===== config.mk =====
export PLATFORM = sky130hd
export DESIGN_NAME = bitmap_font_text_layout
export DESIGN_NICKNAME = d
export VERILOG_FILES = /design/src/rtl/bftl_pkg.sv /design/src/rtl/bftl_cfg.sv /design/src/rtl/bftl_div.sv /design/src/rtl/bftl_layout.sv /design/src/rtl/bitmap_font_text_layout.sv
export SDC_FILE = /design/constraint.sdc
export NUM_CORES = 2
export LEC_CHECK = 0
export BUFFER_PORTS_ARGS = -buffer_cell sky130_fd_sc_hd__buf_2
export CAP_MARGIN = 20
export CORE_MARGIN = 3
export CORE_UTILIZATION = 55
export CTS_CLUSTER_DIAMETER = 150
export DETAILED_ROUTE_END_ITERATION = 7
export PLACE_DENSITY_LB_ADDON = 0.2
export SYNTH_ARGS = -nofsm -noshare
export SYNTH_HDL_FRONTEND = slang
export SYNTH_SLANG_ARGS = --single-unit

===== constraint.sdc =====
create_clock -name clk_i -period 6.3 [get_ports clk_i]
set_clock_uncertainty 0.15 [all_clocks]
set_input_delay 1.575 -clock clk_i [delete_from_list [all_inputs] [get_ports clk_i]]
set_output_delay 1.575 -clock clk_i [all_outputs]
set_load 0.02 [all_outputs]

===== src/rtl/bftl_pkg.sv =====
// ----------------------------------------------------------------------------
// bftl_pkg: shared types and constants for the bitmap font text layout
// Holds depths, character codes, register indexes, the sequencer states and
// the structs that travel between the modules.
// ----------------------------------------------------------------------------
package bftl_pkg;

  // storage depths and address widths
  localparam int unsigned TEXT_DEPTH  = 64;
  localparam int unsigned ALPHA_DEPTH = 128;
  localparam int unsigned TXT_AW      = $clog2(TEXT_DEPTH);
  localparam int unsigned ALPHA_AW    = $clog2(ALPHA_DEPTH);

  // quotient bits of the atlas row/column divider
  localparam int unsigned DIV_STEPS   = 7;

  // character codes
  localparam logic [7:0] CH_NEWLINE = 8'd10;
  localparam logic [7:0] CH_SPACE   = 8'd32;

  // input word kinds (tuser)
  localparam logic OP_TABLE = 1'b0;
  localparam logic OP_TEXT  = 1'b1;

  // register indexes (paddr[3:2])
  localparam logic [1:0] REG_GLYPH_W   = 2'd0;
  localparam logic [1:0] REG_GLYPH_H   = 2'd1;
  localparam logic [1:0] REG_ATLAS_COL = 2'd2;
  localparam logic [1:0] REG_ALPHA_LEN = 2'd3;

  // register reset values
  localparam logic [7:0] RST_GLYPH_W   = 8'd8;
  localparam logic [7:0] RST_GLYPH_H   = 8'd8;
  localparam logic [7:0] RST_ATLAS_COL = 8'd16;
  localparam logic [7:0] RST_ALPHA_LEN = 8'd0;

  // alignment flag bits
  localparam int unsigned AL_HCENTER = 0;
  localparam int unsigned AL_RIGHT   = 1;
  localparam int unsigned AL_VCENTER = 2;
  localparam int unsigned AL_BOTTOM  = 3;

  typedef struct packed {
    logic [7:0] glyph_width;
    logic [7:0] glyph_height;
    logic [7:0] atlas_columns;
    logic [7:0] alphabet_length;
  } cfg_t;

  typedef struct packed {
    logic               op;
    logic [6:0]         table_slot;
    logic [7:0]         char_code;
    logic               final_char;
    logic signed [15:0] anchor_x;
    logic signed [15:0] anchor_y;
    logic [3:0]         align_flags;
  } item_t;

  typedef struct packed {
    logic signed [16:0] dest_x;
    logic signed [16:0] dest_y;
    logic [15:0]        source_x;
    logic [15:0]        source_y;
    logic               not_found;
    logic               last_glyph;
  } glyph_t;

  typedef struct packed {
    logic                start;
    logic [ALPHA_AW-1:0] dividend;
    logic [7:0]          divisor;
  } div_req_t;

  typedef struct packed {
    logic                done;
    logic [ALPHA_AW-1:0] quot;
    logic [7:0]          rem;
  } div_rsp_t;

  typedef enum logic [3:0] {
    ST_LOAD,
    ST_TW,
    ST_TH,
    ST_TY,
    ST_TXT_RD,
    ST_TXT_CHK,
    ST_SRCH_RD,
    ST_SRCH_CHK,
    ST_DIV,
    ST_MCOL,
    ST_MROW,
    ST_EMIT
  } layout_state_e;

endpackage


===== src/rtl/bftl_cfg.sv =====
// ----------------------------------------------------------------------------
// bftl_cfg: configuration registers
// APB-style register file for glyph size, atlas columns and alphabet length.
// ----------------------------------------------------------------------------
module bftl_cfg (
  input  logic                clk_i,
  input  logic                rst_ni,
  input  logic                psel,
  input  logic                penable,
  input  logic                pwrite,
  input  logic [3:0]          paddr,
  input  logic [31:0]         pwdata,
  output logic [31:0]         prdata,
  output logic                pready,
  output bftl_pkg::cfg_t      cfg_o
);

  bftl_pkg::cfg_t cfg_q;
  logic           wr_en;

  assign pready = 1'b1;
  assign wr_en  = psel & penable & pwrite;
  assign cfg_o  = cfg_q;

  // register writes in the access phase
  always_ff @(posedge clk_i or negedge rst_ni) begin
    if (!rst_ni) begin
      cfg_q.glyph_width     <= bftl_pkg::RST_GLYPH_W;
      cfg_q.glyph_height    <= bftl_pkg::RST_GLYPH_H;
      cfg_q.atlas_columns   <= bftl_pkg::RST_ATLAS_COL;
      cfg_q.alphabet_length <= bftl_pkg::RST_ALPHA_LEN;
    end else if (wr_en) begin
      case (paddr[3:2])
        bftl_pkg::REG_GLYPH_W:   cfg_q.glyph_width     <= pwdata[7:0];
        bftl_pkg::REG_GLYPH_H:   cfg_q.glyph_height    <= pwdata[7:0];
        bftl_pkg::REG_ATLAS_COL: cfg_q.atlas_columns   <= pwdata[7:0];
        bftl_pkg::REG_ALPHA_LEN: cfg_q.alphabet_length <= pwdata[7:0];
        default: ;
      endcase
    end
  end

  // read mux
  always_comb begin
    case (paddr[3:2])
      bftl_pkg::REG_GLYPH_W:   prdata = {24'd0, cfg_q.glyph_width};
      bftl_pkg::REG_GLYPH_H:   prdata = {24'd0, cfg_q.glyph_height};
      bftl_pkg::REG_ATLAS_COL: prdata = {24'd0, cfg_q.atlas_columns};
      bftl_pkg::REG_ALPHA_LEN: prdata = {24'd0, cfg_q.alphabet_length};
      default:                 prdata = 32'd0;
    endcase
  end

endmodule


===== src/rtl/bftl_div.sv =====
// ----------------------------------------------------------------------------
// bftl_div: iterative restoring divider
// Splits an alphabet index into atlas row (quotient) and column (remainder),
// one quotient bit per cycle.
// ----------------------------------------------------------------------------
module bftl_div (
  input  logic               clk_i,
  input  logic               rst_ni,
  input  bftl_pkg::div_req_t req_i,
  output bftl_pkg::div_rsp_t rsp_o
);

  localparam int unsigned QW = bftl_pkg::ALPHA_AW;
  localparam int unsigned CW = $clog2(bftl_pkg::DIV_STEPS + 1);

  logic          busy_q, done_q;
  logic [CW-1:0] cnt_q;
  logic [7:0]    dvs_q;
  logic [7:0]    rem_q;
  logic [QW-1:0] quo_q;
  logic [8:0]    trial;
  logic          fits;

  // one trial subtraction per step
  assign trial = {rem_q, quo_q[QW-1]};
  assign fits  = trial >= {1'b0, dvs_q};

  // control
  always_ff @(posedge clk_i or negedge rst_ni) begin
    if (!rst_ni) begin
      busy_q <= 1'b0;
      done_q <= 1'b0;
      cnt_q  <= '0;
    end else begin
      done_q <= 1'b0;
      if (req_i.start) begin
        busy_q <= 1'b1;
        cnt_q  <= CW'(bftl_pkg::DIV_STEPS);
      end else if (busy_q) begin
        cnt_q <= cnt_q - 1'b1;
        if (cnt_q == CW'(1)) begin
          busy_q <= 1'b0;
          done_q <= 1'b1;
        end
      end
    end
  end

  // datapath
  always_ff @(posedge clk_i) begin
    if (req_i.start) begin
      rem_q <= '0;
      quo_q <= req_i.dividend;
      dvs_q <= req_i.divisor;
    end else if (busy_q) begin
      if (fits) begin
        rem_q <= 8'(trial - {1'b0, dvs_q});
        quo_q <= {quo_q[QW-2:0], 1'b1};
      end else begin
        rem_q <= trial[7:0];
        quo_q <= {quo_q[QW-2:0], 1'b0};
      end
    end
  end

  assign rsp_o.done = done_q;
  assign rsp_o.quot = quo_q;
  assign rsp_o.rem  = rem_q;

endmodule


===== src/rtl/bftl_layout.sv =====
// ----------------------------------------------------------------------------
// bftl_layout: text buffer, alphabet table and layout sequencer
// Loads characters and table entries, then aligns the text box and walks the
// buffer, searching the alphabet one entry per step with one shared multiplier.
// ----------------------------------------------------------------------------
module bftl_layout (
  input  logic               clk_i,
  input  logic               rst_ni,
  input  bftl_pkg::cfg_t     cfg_i,
  input  bftl_pkg::item_t    item_i,
  input  logic               item_valid_i,
  output logic               item_ready_o,
  output bftl_pkg::glyph_t   glyph_o,
  output logic               glyph_valid_o,
  input  logic               glyph_ready_i,
  output bftl_pkg::div_req_t div_req_o,
  input  bftl_pkg::div_rsp_t div_rsp_i
);

  localparam int unsigned TAW = bftl_pkg::TXT_AW;
  localparam int unsigned AAW = bftl_pkg::ALPHA_AW;

  // memories
  logic [7:0] txt_mem   [bftl_pkg::TEXT_DEPTH];
  logic [7:0] alpha_mem [bftl_pkg::ALPHA_DEPTH];
  logic [7:0] txt_rd_q, alpha_rd_q;

  bftl_pkg::layout_state_e state_q, state_d;

  // control state
  logic [TAW:0]   count_q;
  logic [6:0]     lines_q, cur_q, widest_q;
  logic [TAW-1:0] last_idx_q;
  logic [TAW:0]   idx_q;
  logic [AAW:0]   k_q;

  // payload state
  logic signed [17:0] x_q, y_q, sx_q;
  logic signed [15:0] ax_q, ay_q;
  logic [3:0]         align_q;
  logic [7:0]         char_q;
  logic               nf_q;
  logic [15:0]        prod_q, srcx_q;

  // load helpers
  logic        acc, acc_text, buf_room, is_nl, draw_ch;
  logic [6:0]  lines_n, cur_n, wid_n, wid_fin;

  // walk helpers
  logic [AAW:0] alen;
  logic [7:0]   cols;
  logic         match, txt_end, alpha_end;

  // shared multiplier
  logic [7:0]  mul_a, mul_b;
  logic        mul_en;
  logic [15:0] prod_d;
  logic [15:0] shift_sub;

  function automatic logic signed [16:0] sat17(input logic signed [17:0] v);
    if (!v[17] && v[16])      sat17 = 17'sh0FFFF;
    else if (v[17] && !v[16]) sat17 = 17'sh10000;
    else                      sat17 = v[16:0];
  endfunction

  assign acc      = item_valid_i & item_ready_o;
  assign acc_text = acc & (item_i.op == bftl_pkg::OP_TEXT);
  assign buf_room = count_q < (TAW+1)'(bftl_pkg::TEXT_DEPTH);
  assign is_nl    = item_i.char_code == bftl_pkg::CH_NEWLINE;
  assign draw_ch  = !is_nl && (item_i.char_code != bftl_pkg::CH_SPACE);

  // line and width counting for one stored character
  always_comb begin
    lines_n = lines_q;
    cur_n   = cur_q;
    wid_n   = widest_q;
    if (buf_room) begin
      if (is_nl) begin
        lines_n = lines_q + 1'b1;
        cur_n   = '0;
        if (cur_q > widest_q) wid_n = cur_q;
      end else begin
        cur_n = cur_q + 1'b1;
      end
    end
    wid_fin = (cur_n > wid_n) ? cur_n : wid_n;
  end

  assign alen = (cfg_i.alphabet_length > 8'(bftl_pkg::ALPHA_DEPTH)) ?
                (AAW+1)'(bftl_pkg::ALPHA_DEPTH) : (AAW+1)'(cfg_i.alphabet_length);
  assign cols      = (cfg_i.atlas_columns == 8'd0) ? 8'd1 : cfg_i.atlas_columns;
  assign match     = alpha_rd_q == char_q;
  assign txt_end   = idx_q == count_q;
  assign alpha_end = k_q == alen;
  assign prod_d    = mul_a * mul_b;

  // next state
  always_comb begin
    state_d = state_q;
    case (state_q)
      bftl_pkg::ST_LOAD:
        if (acc_text && item_i.final_char) state_d = bftl_pkg::ST_TW;
      bftl_pkg::ST_TW:     state_d = bftl_pkg::ST_TH;
      bftl_pkg::ST_TH:     state_d = bftl_pkg::ST_TY;
      bftl_pkg::ST_TY:     state_d = bftl_pkg::ST_TXT_RD;
      bftl_pkg::ST_TXT_RD:
        state_d = txt_end ? bftl_pkg::ST_LOAD : bftl_pkg::ST_TXT_CHK;
      bftl_pkg::ST_TXT_CHK:
        if (txt_rd_q == bftl_pkg::CH_NEWLINE || txt_rd_q == bftl_pkg::CH_SPACE)
          state_d = bftl_pkg::ST_TXT_RD;
        else
          state_d = bftl_pkg::ST_SRCH_RD;
      bftl_pkg::ST_SRCH_RD:
        state_d = alpha_end ? bftl_pkg::ST_EMIT : bftl_pkg::ST_SRCH_CHK;
      bftl_pkg::ST_SRCH_CHK:
        state_d = match ? bftl_pkg::ST_DIV : bftl_pkg::ST_SRCH_RD;
      bftl_pkg::ST_DIV:
        if (div_rsp_i.done) state_d = bftl_pkg::ST_MCOL;
      bftl_pkg::ST_MCOL:   state_d = bftl_pkg::ST_MROW;
      bftl_pkg::ST_MROW:   state_d = bftl_pkg::ST_EMIT;
      bftl_pkg::ST_EMIT:
        if (glyph_ready_i) state_d = bftl_pkg::ST_TXT_RD;
      default:             state_d = bftl_pkg::ST_LOAD;
    endcase
  end

  // sequencer outputs
  always_comb begin
    item_ready_o       = 1'b0;
    glyph_valid_o      = 1'b0;
    div_req_o.start    = 1'b0;
    div_req_o.dividend = k_q[AAW-1:0];
    div_req_o.divisor  = cols;
    mul_en             = 1'b0;
    mul_a              = 8'd0;
    mul_b              = 8'd0;
    case (state_q)
      bftl_pkg::ST_LOAD:     item_ready_o = 1'b1;
      bftl_pkg::ST_TW: begin
        mul_en = 1'b1;
        mul_a  = {1'b0, widest_q};
        mul_b  = cfg_i.glyph_width;
      end
      bftl_pkg::ST_TH: begin
        mul_en = 1'b1;
        mul_a  = {1'b0, lines_q};
        mul_b  = cfg_i.glyph_height;
      end
      bftl_pkg::ST_SRCH_CHK: div_req_o.start = match;
      bftl_pkg::ST_MCOL: begin
        mul_en = 1'b1;
        mul_a  = div_rsp_i.rem;
        mul_b  = cfg_i.glyph_width;
      end
      bftl_pkg::ST_MROW: begin
        mul_en = 1'b1;
        mul_a  = {1'b0, div_rsp_i.quot};
        mul_b  = cfg_i.glyph_height;
      end
      bftl_pkg::ST_EMIT:     glyph_valid_o = 1'b1;
      default: ;
    endcase
  end

  // glyph command fields
  assign glyph_o.dest_x     = sat17(x_q);
  assign glyph_o.dest_y     = sat17(y_q);
  assign glyph_o.source_x   = nf_q ? 16'd0 : srcx_q;
  assign glyph_o.source_y   = nf_q ? 16'd0 : prod_q;
  assign glyph_o.not_found  = nf_q;
  assign glyph_o.last_glyph = idx_q[TAW-1:0] == last_idx_q;

  // memories: one write and one registered read each
  always_ff @(posedge clk_i) begin
    if (acc_text && buf_room) txt_mem[count_q[TAW-1:0]] <= item_i.char_code;
    if (state_q == bftl_pkg::ST_TXT_RD) txt_rd_q <= txt_mem[idx_q[TAW-1:0]];
  end

  always_ff @(posedge clk_i) begin
    if (acc && item_i.op == bftl_pkg::OP_TABLE)
      alpha_mem[item_i.table_slot[AAW-1:0]] <= item_i.char_code;
    if (state_q == bftl_pkg::ST_SRCH_RD) alpha_rd_q <= alpha_mem[k_q[AAW-1:0]];
  end

  // control registers
  always_ff @(posedge clk_i or negedge rst_ni) begin
    if (!rst_ni) begin
      state_q    <= bftl_pkg::ST_LOAD;
      count_q    <= '0;
      lines_q    <= 7'd1;
      cur_q      <= '0;
      widest_q   <= '0;
      last_idx_q <= '0;
      idx_q      <= '0;
      k_q        <= '0;
    end else begin
      state_q <= state_d;
      case (state_q)
        bftl_pkg::ST_LOAD:
          if (acc_text) begin
            lines_q  <= lines_n;
            cur_q    <= cur_n;
            widest_q <= item_i.final_char ? wid_fin : wid_n;
            if (buf_room) begin
              count_q <= count_q + 1'b1;
              if (draw_ch) last_idx_q <= count_q[TAW-1:0];
            end
          end
        bftl_pkg::ST_TY: idx_q <= '0;
        bftl_pkg::ST_TXT_RD:
          if (txt_end) begin
            count_q  <= '0;
            lines_q  <= 7'd1;
            cur_q    <= '0;
            widest_q <= '0;
          end
        bftl_pkg::ST_TXT_CHK: begin
          k_q <= '0;
          if (txt_rd_q == bftl_pkg::CH_NEWLINE || txt_rd_q == bftl_pkg::CH_SPACE)
            idx_q <= idx_q + 1'b1;
        end
        bftl_pkg::ST_SRCH_CHK:
          if (!match) k_q <= k_q + 1'b1;
        bftl_pkg::ST_EMIT:
          if (glyph_ready_i) idx_q <= idx_q + 1'b1;
        default: ;
      endcase
    end
  end

  // alignment offset: full or half of the box size
  always_comb begin
    shift_sub = 16'd0;
    if (state_q == bftl_pkg::ST_TH) begin
      if (align_q[bftl_pkg::AL_HCENTER])    shift_sub = {1'b0, prod_q[15:1]};
      else if (align_q[bftl_pkg::AL_RIGHT]) shift_sub = prod_q;
    end else begin
      if (align_q[bftl_pkg::AL_VCENTER])     shift_sub = {1'b0, prod_q[15:1]};
      else if (align_q[bftl_pkg::AL_BOTTOM]) shift_sub = prod_q;
    end
  end

  // payload registers
  always_ff @(posedge clk_i) begin
    if (mul_en) prod_q <= prod_d;
    case (state_q)
      bftl_pkg::ST_LOAD:
        if (acc_text && item_i.final_char) begin
          ax_q    <= item_i.anchor_x;
          ay_q    <= item_i.anchor_y;
          align_q <= item_i.align_flags;
        end
      bftl_pkg::ST_TH:
        x_q <= 18'(ax_q) - $signed({2'b00, shift_sub});
      bftl_pkg::ST_TY: begin
        y_q  <= 18'(ay_q) - $signed({2'b00, shift_sub});
        sx_q <= x_q;
      end
      bftl_pkg::ST_TXT_CHK: begin
        char_q <= txt_rd_q;
        if (txt_rd_q == bftl_pkg::CH_NEWLINE) begin
          y_q <= y_q + $signed({10'd0, cfg_i.glyph_height});
          x_q <= sx_q;
        end else if (txt_rd_q == bftl_pkg::CH_SPACE) begin
          x_q <= x_q + $signed({10'd0, cfg_i.glyph_width});
        end
      end
      bftl_pkg::ST_SRCH_RD:
        if (alpha_end) nf_q <= 1'b1;
      bftl_pkg::ST_SRCH_CHK:
        if (match) nf_q <= 1'b0;
      bftl_pkg::ST_MROW: srcx_q <= prod_q;
      bftl_pkg::ST_EMIT:
        if (glyph_ready_i) x_q <= x_q + $signed({10'd0, cfg_i.glyph_width});
      default: ;
    endcase
  end

endmodule


===== src/rtl/bitmap_font_text_layout.sv =====
// ----------------------------------------------------------------------------
// bitmap_font_text_layout: bitmap font text layout engine
// Stream in alphabet entries and text, stream out one blit command per glyph.
// ----------------------------------------------------------------------------
// Alphabet writes (tuser 0) and text characters (tuser 1) are taken one word
// per cycle. The word with tlast set ends the text and carries anchor and
// alignment; the input then stalls while the sequencer lays out the text:
// box alignment in states ST_TW, ST_TH and ST_TY, a read and check of each
// stored character, and for a drawn glyph a read and compare of each
// alphabet entry scanned up to its first match, the seven-step row/column
// divider, the column and row multiplies and the output register; a missing
// glyph scans the whole alphabet and goes straight to the output. The linear
// alphabet scan through its single memory read port sets the per-glyph time.
// Output stalls add directly. Text beyond 64 characters is dropped; the text
// state clears after the last command.
module bitmap_font_text_layout (
  input  logic        clk_i,
  input  logic        rst_ni,
  // configuration
  input  logic        psel,
  input  logic        penable,
  input  logic        pwrite,
  input  logic [3:0]  paddr,
  input  logic [31:0] pwdata,
  output logic [31:0] prdata,
  output logic        pready,
  // input words
  input  logic        s_axis_tvalid,
  output logic        s_axis_tready,
  // [6:0] table_slot, [14:7] char_code, [30:15] anchor_x, [46:31] anchor_y,
  // [50:47] align_flags, [55:51] zero
  input  logic [55:0] s_axis_tdata,
  input  logic        s_axis_tuser,   // [0] op
  input  logic        s_axis_tlast,   // final_char
  // glyph commands
  output logic        m_axis_tvalid,
  input  logic        m_axis_tready,
  // [16:0] dest_x, [33:17] dest_y, [49:34] source_x, [65:50] source_y,
  // [71:66] zero
  output logic [71:0] m_axis_tdata,
  output logic        m_axis_tuser,   // [0] not_found
  output logic        m_axis_tlast    // last_glyph
);

  bftl_pkg::cfg_t     cfg;
  bftl_pkg::item_t    item;
  bftl_pkg::glyph_t   glyph, out_q;
  bftl_pkg::div_req_t div_req;
  bftl_pkg::div_rsp_t div_rsp;
  logic               glyph_valid, out_free, out_valid_q;

  // unpack input word
  assign item.op          = s_axis_tuser;
  assign item.table_slot  = s_axis_tdata[6:0];
  assign item.char_code   = s_axis_tdata[14:7];
  assign item.final_char  = s_axis_tlast;
  assign item.anchor_x    = s_axis_tdata[30:15];
  assign item.anchor_y    = s_axis_tdata[46:31];
  assign item.align_flags = s_axis_tdata[50:47];

  bftl_cfg u_cfg (
    .clk_i   (clk_i),
    .rst_ni  (rst_ni),
    .psel    (psel),
    .penable (penable),
    .pwrite  (pwrite),
    .paddr   (paddr),
    .pwdata  (pwdata),
    .prdata  (prdata),
    .pready  (pready),
    .cfg_o   (cfg)
  );

  bftl_div u_div (
    .clk_i  (clk_i),
    .rst_ni (rst_ni),
    .req_i  (div_req),
    .rsp_o  (div_rsp)
  );

  bftl_layout u_layout (
    .clk_i         (clk_i),
    .rst_ni        (rst_ni),
    .cfg_i         (cfg),
    .item_i        (item),
    .item_valid_i  (s_axis_tvalid),
    .item_ready_o  (s_axis_tready),
    .glyph_o       (glyph),
    .glyph_valid_o (glyph_valid),
    .glyph_ready_i (out_free),
    .div_req_o     (div_req),
    .div_rsp_i     (div_rsp)
  );

  // output register
  assign out_free = !out_valid_q || m_axis_tready;

  always_ff @(posedge clk_i or negedge rst_ni) begin
    if (!rst_ni) begin
      out_valid_q <= 1'b0;
    end else if (out_free) begin
      out_valid_q <= glyph_valid;
    end
  end

  always_ff @(posedge clk_i) begin
    if (out_free && glyph_valid) out_q <= glyph;
  end

  assign m_axis_tvalid = out_valid_q;
  assign m_axis_tdata  = {6'd0, out_q.source_y, out_q.source_x,
                          out_q.dest_y, out_q.dest_x};
  assign m_axis_tuser  = out_q.not_found;
  assign m_axis_tlast  = out_q.last_glyph;

endmodule


==> impl_results.md <==
- Clock Latency Late Sink: 0.80 ns
- Clock buffer count from CTS: 185
- Max Clock Freq: 168.6 MHz
- Buf+Inv Stages, Crit Path: 6
- Synth top area cells: edfxtp_1, mux4_2, dfrtp_1
- Sequential-to-total area share from yosys stat: 0.7068
- Chip Width: 383.7 µm
- Cts hold-fix bufs: 0
- Crit path DAT: 6.33 ns
- PD cells: 364.9 nW/µm²
- Rel. slew slack: 0.2704
- Fin area: 88080 µm²
- Status: finished, final reports clean
- DRC: 0
- Maximum vdd drop: 348.2 µV
- Initial Util: 0.5583
- Vias in the first global route: 40850
- Overall routing resource usage: 0.2473
- Layout cells sized above 1: 0.2438
- Tcrit/Tclk final: 0.9416
- Crit-path max FO: 11
- Setup Buffers After CTS: 0
- CTS Sinks: 1865
- Largest net degree at the start of global routing: 181
- R2r worst-path depth: 23
- Drt wl/cell: 27.25 µm
- Syn Area/Cell: 18.39 µm²
- CTS tree: done
- Fin crit period: 5.932 ns
- Mapped Area: 78480 µm²
- Total Power: 32.14 mW
- RSZ-0062 raised after global routing: no
- Most frequent CP cell: fa_1
- Top delay family on crit path: adder cells
- Max-cap viol count: 0
- RR Endpoint: u_layout.prod_q[15]
- Static Leakage: 28.60 nW
- Area growth from synthesis to layout: 12.24%
- Critical Path Sink Type: flip-flop
- Slew Limit Fails: 0
- Final Hold Viols: 0
- CP Launch Type: flip-flop
- Hold path cells: 0
- Final nets: 4804
- Gate Count Post-Synth: 4268
- Setup tns final: 0 ns
- FF+latch count, synth: 1865
- Total number of vias: 40760
- H-tree levels: 4
- Placeable Area: 140600 µm²
- Root buf cell: clkbuf_16
- WHS: 0.2897 ns
- Congestion Overflow GR: 0
- Hpwl dp: 113.8 mm
- Vias per inst: 6.189
- Worst R2R Setup Slack: 0.37 ns
- Ys async rst share: 0.04879
- Fillers: 9878
- Cts repair resizes: 0
- Number of synthesized flops with an enable pin: 1766
- Yosys warnings: 0
- CTS max path bufs: 3
- Worst-path clk slew: 0.07 ns
- Gpl congestion: 0.8818
- Rows: 137
- Startpoint of the lowest-slack hold path: u_layout.txt_rd_q[4]
- # IOs: 210
- Worst-path cell chain: buf_4 > nand2b_1 > nor3_4 > a221oi_1 > buf_4 > or2_2 > fa_1 > inv_1 > fa_1 > inv_1 > fa_1 > fa_1 > inv_1 > ha_1 > o21a_1 > o31a_1 > nor2_1 > o21ai_0 > and4_1 > a2111oi_0 > buf_4 > a21oi_1 > xnor2_1
- CP max stage cell: fa_1
- First-pass GRT wire length: 268.5 mm
- Top cell type's share of synthesized area: 0.6757
- Required time worst endpoint: 6.70 ns
- Fin util: 0.6267
- Drt total wl: 179.5 mm
- Worst r2r src: u_layout.state_q[1]
- Critical path's largest stage delay: 0.49 ns
- Final ANT Viol Nets: 0
- DP Area: 81850 µm²
- IO buf count: 147
- Synth area leader: edfxtp_1
- Hold Path Sink: u_layout.char_q[4]
- Worst Tran Pin Value: 1.094 ns
- Vert. Die Dim: 383.7 µm
- Initial antenna violation count: 8
- Setup violations, final: 0
- Die Footprint: 147300 µm²
- Kind of critical path: flip-flop to flip-flop
- Predominant post-synthesis flop cell: edfxtp_1
- First-pass detailed-route iteration total: 5
- Netlist cell types: 76
- Worst Hold Class: flip-flop to flip-flop
- Initial DRC Count: 4143
## worst max-delay path by stage
stage | from | to | cells after the start
2_1_floorplan | u_layout.state_q[1] | u_layout.prod_q[15] | 23
3_3_place_gp | u_layout.state_q[1] | u_layout.prod_q[15] | 22
3_5_place_dp | u_layout.state_q[1] | u_layout.prod_q[15] | 22
4_1_cts | u_layout.state_q[1] | u_layout.prod_q[15] | 22
5_1_grt | u_layout.state_q[3] | u_layout.prod_q[15] | 21
6_report | u_layout.state_q[1] | u_layout.prod_q[15] | 23
## cells in the mapped netlist, types with 15 or more instances
library cell / instances
maj3_1: 15
mux4_2: 477
and3_1: 16
clkbuf_1: 101
mux2i_1: 37
nand3_1: 58
buf_2: 64
a22oi_1: 68
ha_1: 115
fa_1: 41
or2_2: 28
nand4_1: 22
dfrtp_1: 87
nor2b_1: 73
a21oi_1: 72
xnor2_1: 61
nand2b_1: 23
inv_1: 98
nor2_1: 419
nand2_1: 114
nor3_1: 25
xor2_1: 54
buf_4: 44
buf_1: 19
edfxtp_1: 1766
o21ai_0: 87
mux2_2: 49
o21a_1: 22
## layout by cell type, fill, tap and decap left out, types with 28 or more instances in the layout
cell / netlist / layout
o21ai_0: 87 / 87
nor2b_1: 73 / 73
nor2_1: 419 / 415
clkbuf_16: 0 / 188
a22oi_1: 68 / 68
nand2_1: 114 / 114
mux4_2: 477 / 477
xor2_1: 54 / 54
inv_1: 98 / 98
ha_1: 115 / 115
clkinv_1: 1 / 48
buf_2: 64 / 139
dfrtp_1: 87 / 78
clkbuf_1: 101 / 30
edfxtp_1: 1766 / 1766
mux2_2: 49 / 49
clkinv_2: 0 / 28
fa_1: 41 / 41
mux2i_1: 37 / 37
or2_2: 28 / 28
buf_4: 44 / 135
a21oi_1: 72 / 71
xnor2_1: 61 / 61
conb_1: 2 / 31
nand3_1: 58 / 58
## routing by layer
layer	part of all wire	GRT usage	vias up
li1	-	-	17530
met1	0.42	0.3674	21220
met2	0.47	0.3808	1707
met3	0.075	0.04005	310
met4	0.033	0.08038	2
met5	0.000072	0	-
## power breakdown
group	leakage, nW	total, mW	switching [mW]	internal [mW]
Clock	2.99	11.1	4.69	6.38
Combinational	8.47	6.24	3.42	2.82
Sequential	17.1	14.8	0.630	14.2
Total	28.6	32.1	8.74	23.4
## sequential cells by signal (all words and copies together), names as in the netlist, 8 cells and up
| register | cells |
|---|---|
| u_layout.y_q | 18 |
| u_layout.alpha_mem | 1024 |
| u_layout.txt_rd_q | 8 |
| u_layout.k_q | 8 |
| u_cfg.cfg_o | 32 |
| u_layout.txt_mem | 512 |
| u_layout.alpha_rd_q | 8 |
| u_layout.prod_q | 16 |
| u_div.rem_q | 8 |
| u_layout.char_q | 8 |
| u_layout.sx_q | 18 |
| m_axis_tdata | 66 |
| u_div.dvs_q | 8 |
| u_layout.ay_q | 16 |
| u_layout.ax_q | 16 |
| u_layout.x_q | 18 |
| u_layout.srcx_q | 16 |
## per-stage QoR
stage               std cells  setup WS (ns)
floorplan                4297         0.2231
CTS                      6577         0.3180
finish                   6586         0.3681
detailed placement       6233         0.3683
global route             6583        0.01991
global placement         6231         0.3875
## cell families (layout without fill, tap and decap cells)
family / after synthesis / in the layout / share of synthesized area
xor gates and xnor gates: 115 / 115 / 0.01283
AOI/OAI and AO/OA: 379 / 379 / 0.03195
muxes: 563 / 563 / 0.1486
adders and majority gates: 171 / 171 / 0.03071
buffers and inverters: 333 / 740 / 0.01943
other: 2 / 37 / 0.00009569
DFF: 1865 / 1865 / 0.7068
and+or+nand+nor: 840 / 840 / 0.04950
## cell type report
type | instances | area (µm²) | area share
antenna | 6 | 15.01 | 0.0001705
multi-input combinational | 2099 | 21630 | 0.2455
inverter | 101 | 379.1 | 0.004304
tap | 1876 | 2347 | 0.02665
sequential | 1865 | 55500 | 0.6301
clock buffer | 222 | 4872 | 0.05531
clock inverter | 122 | 1304 | 0.01480
timing repair buffer | 295 | 2038 | 0.02314
Note: power is estimated with default switching activity, not from simulation.
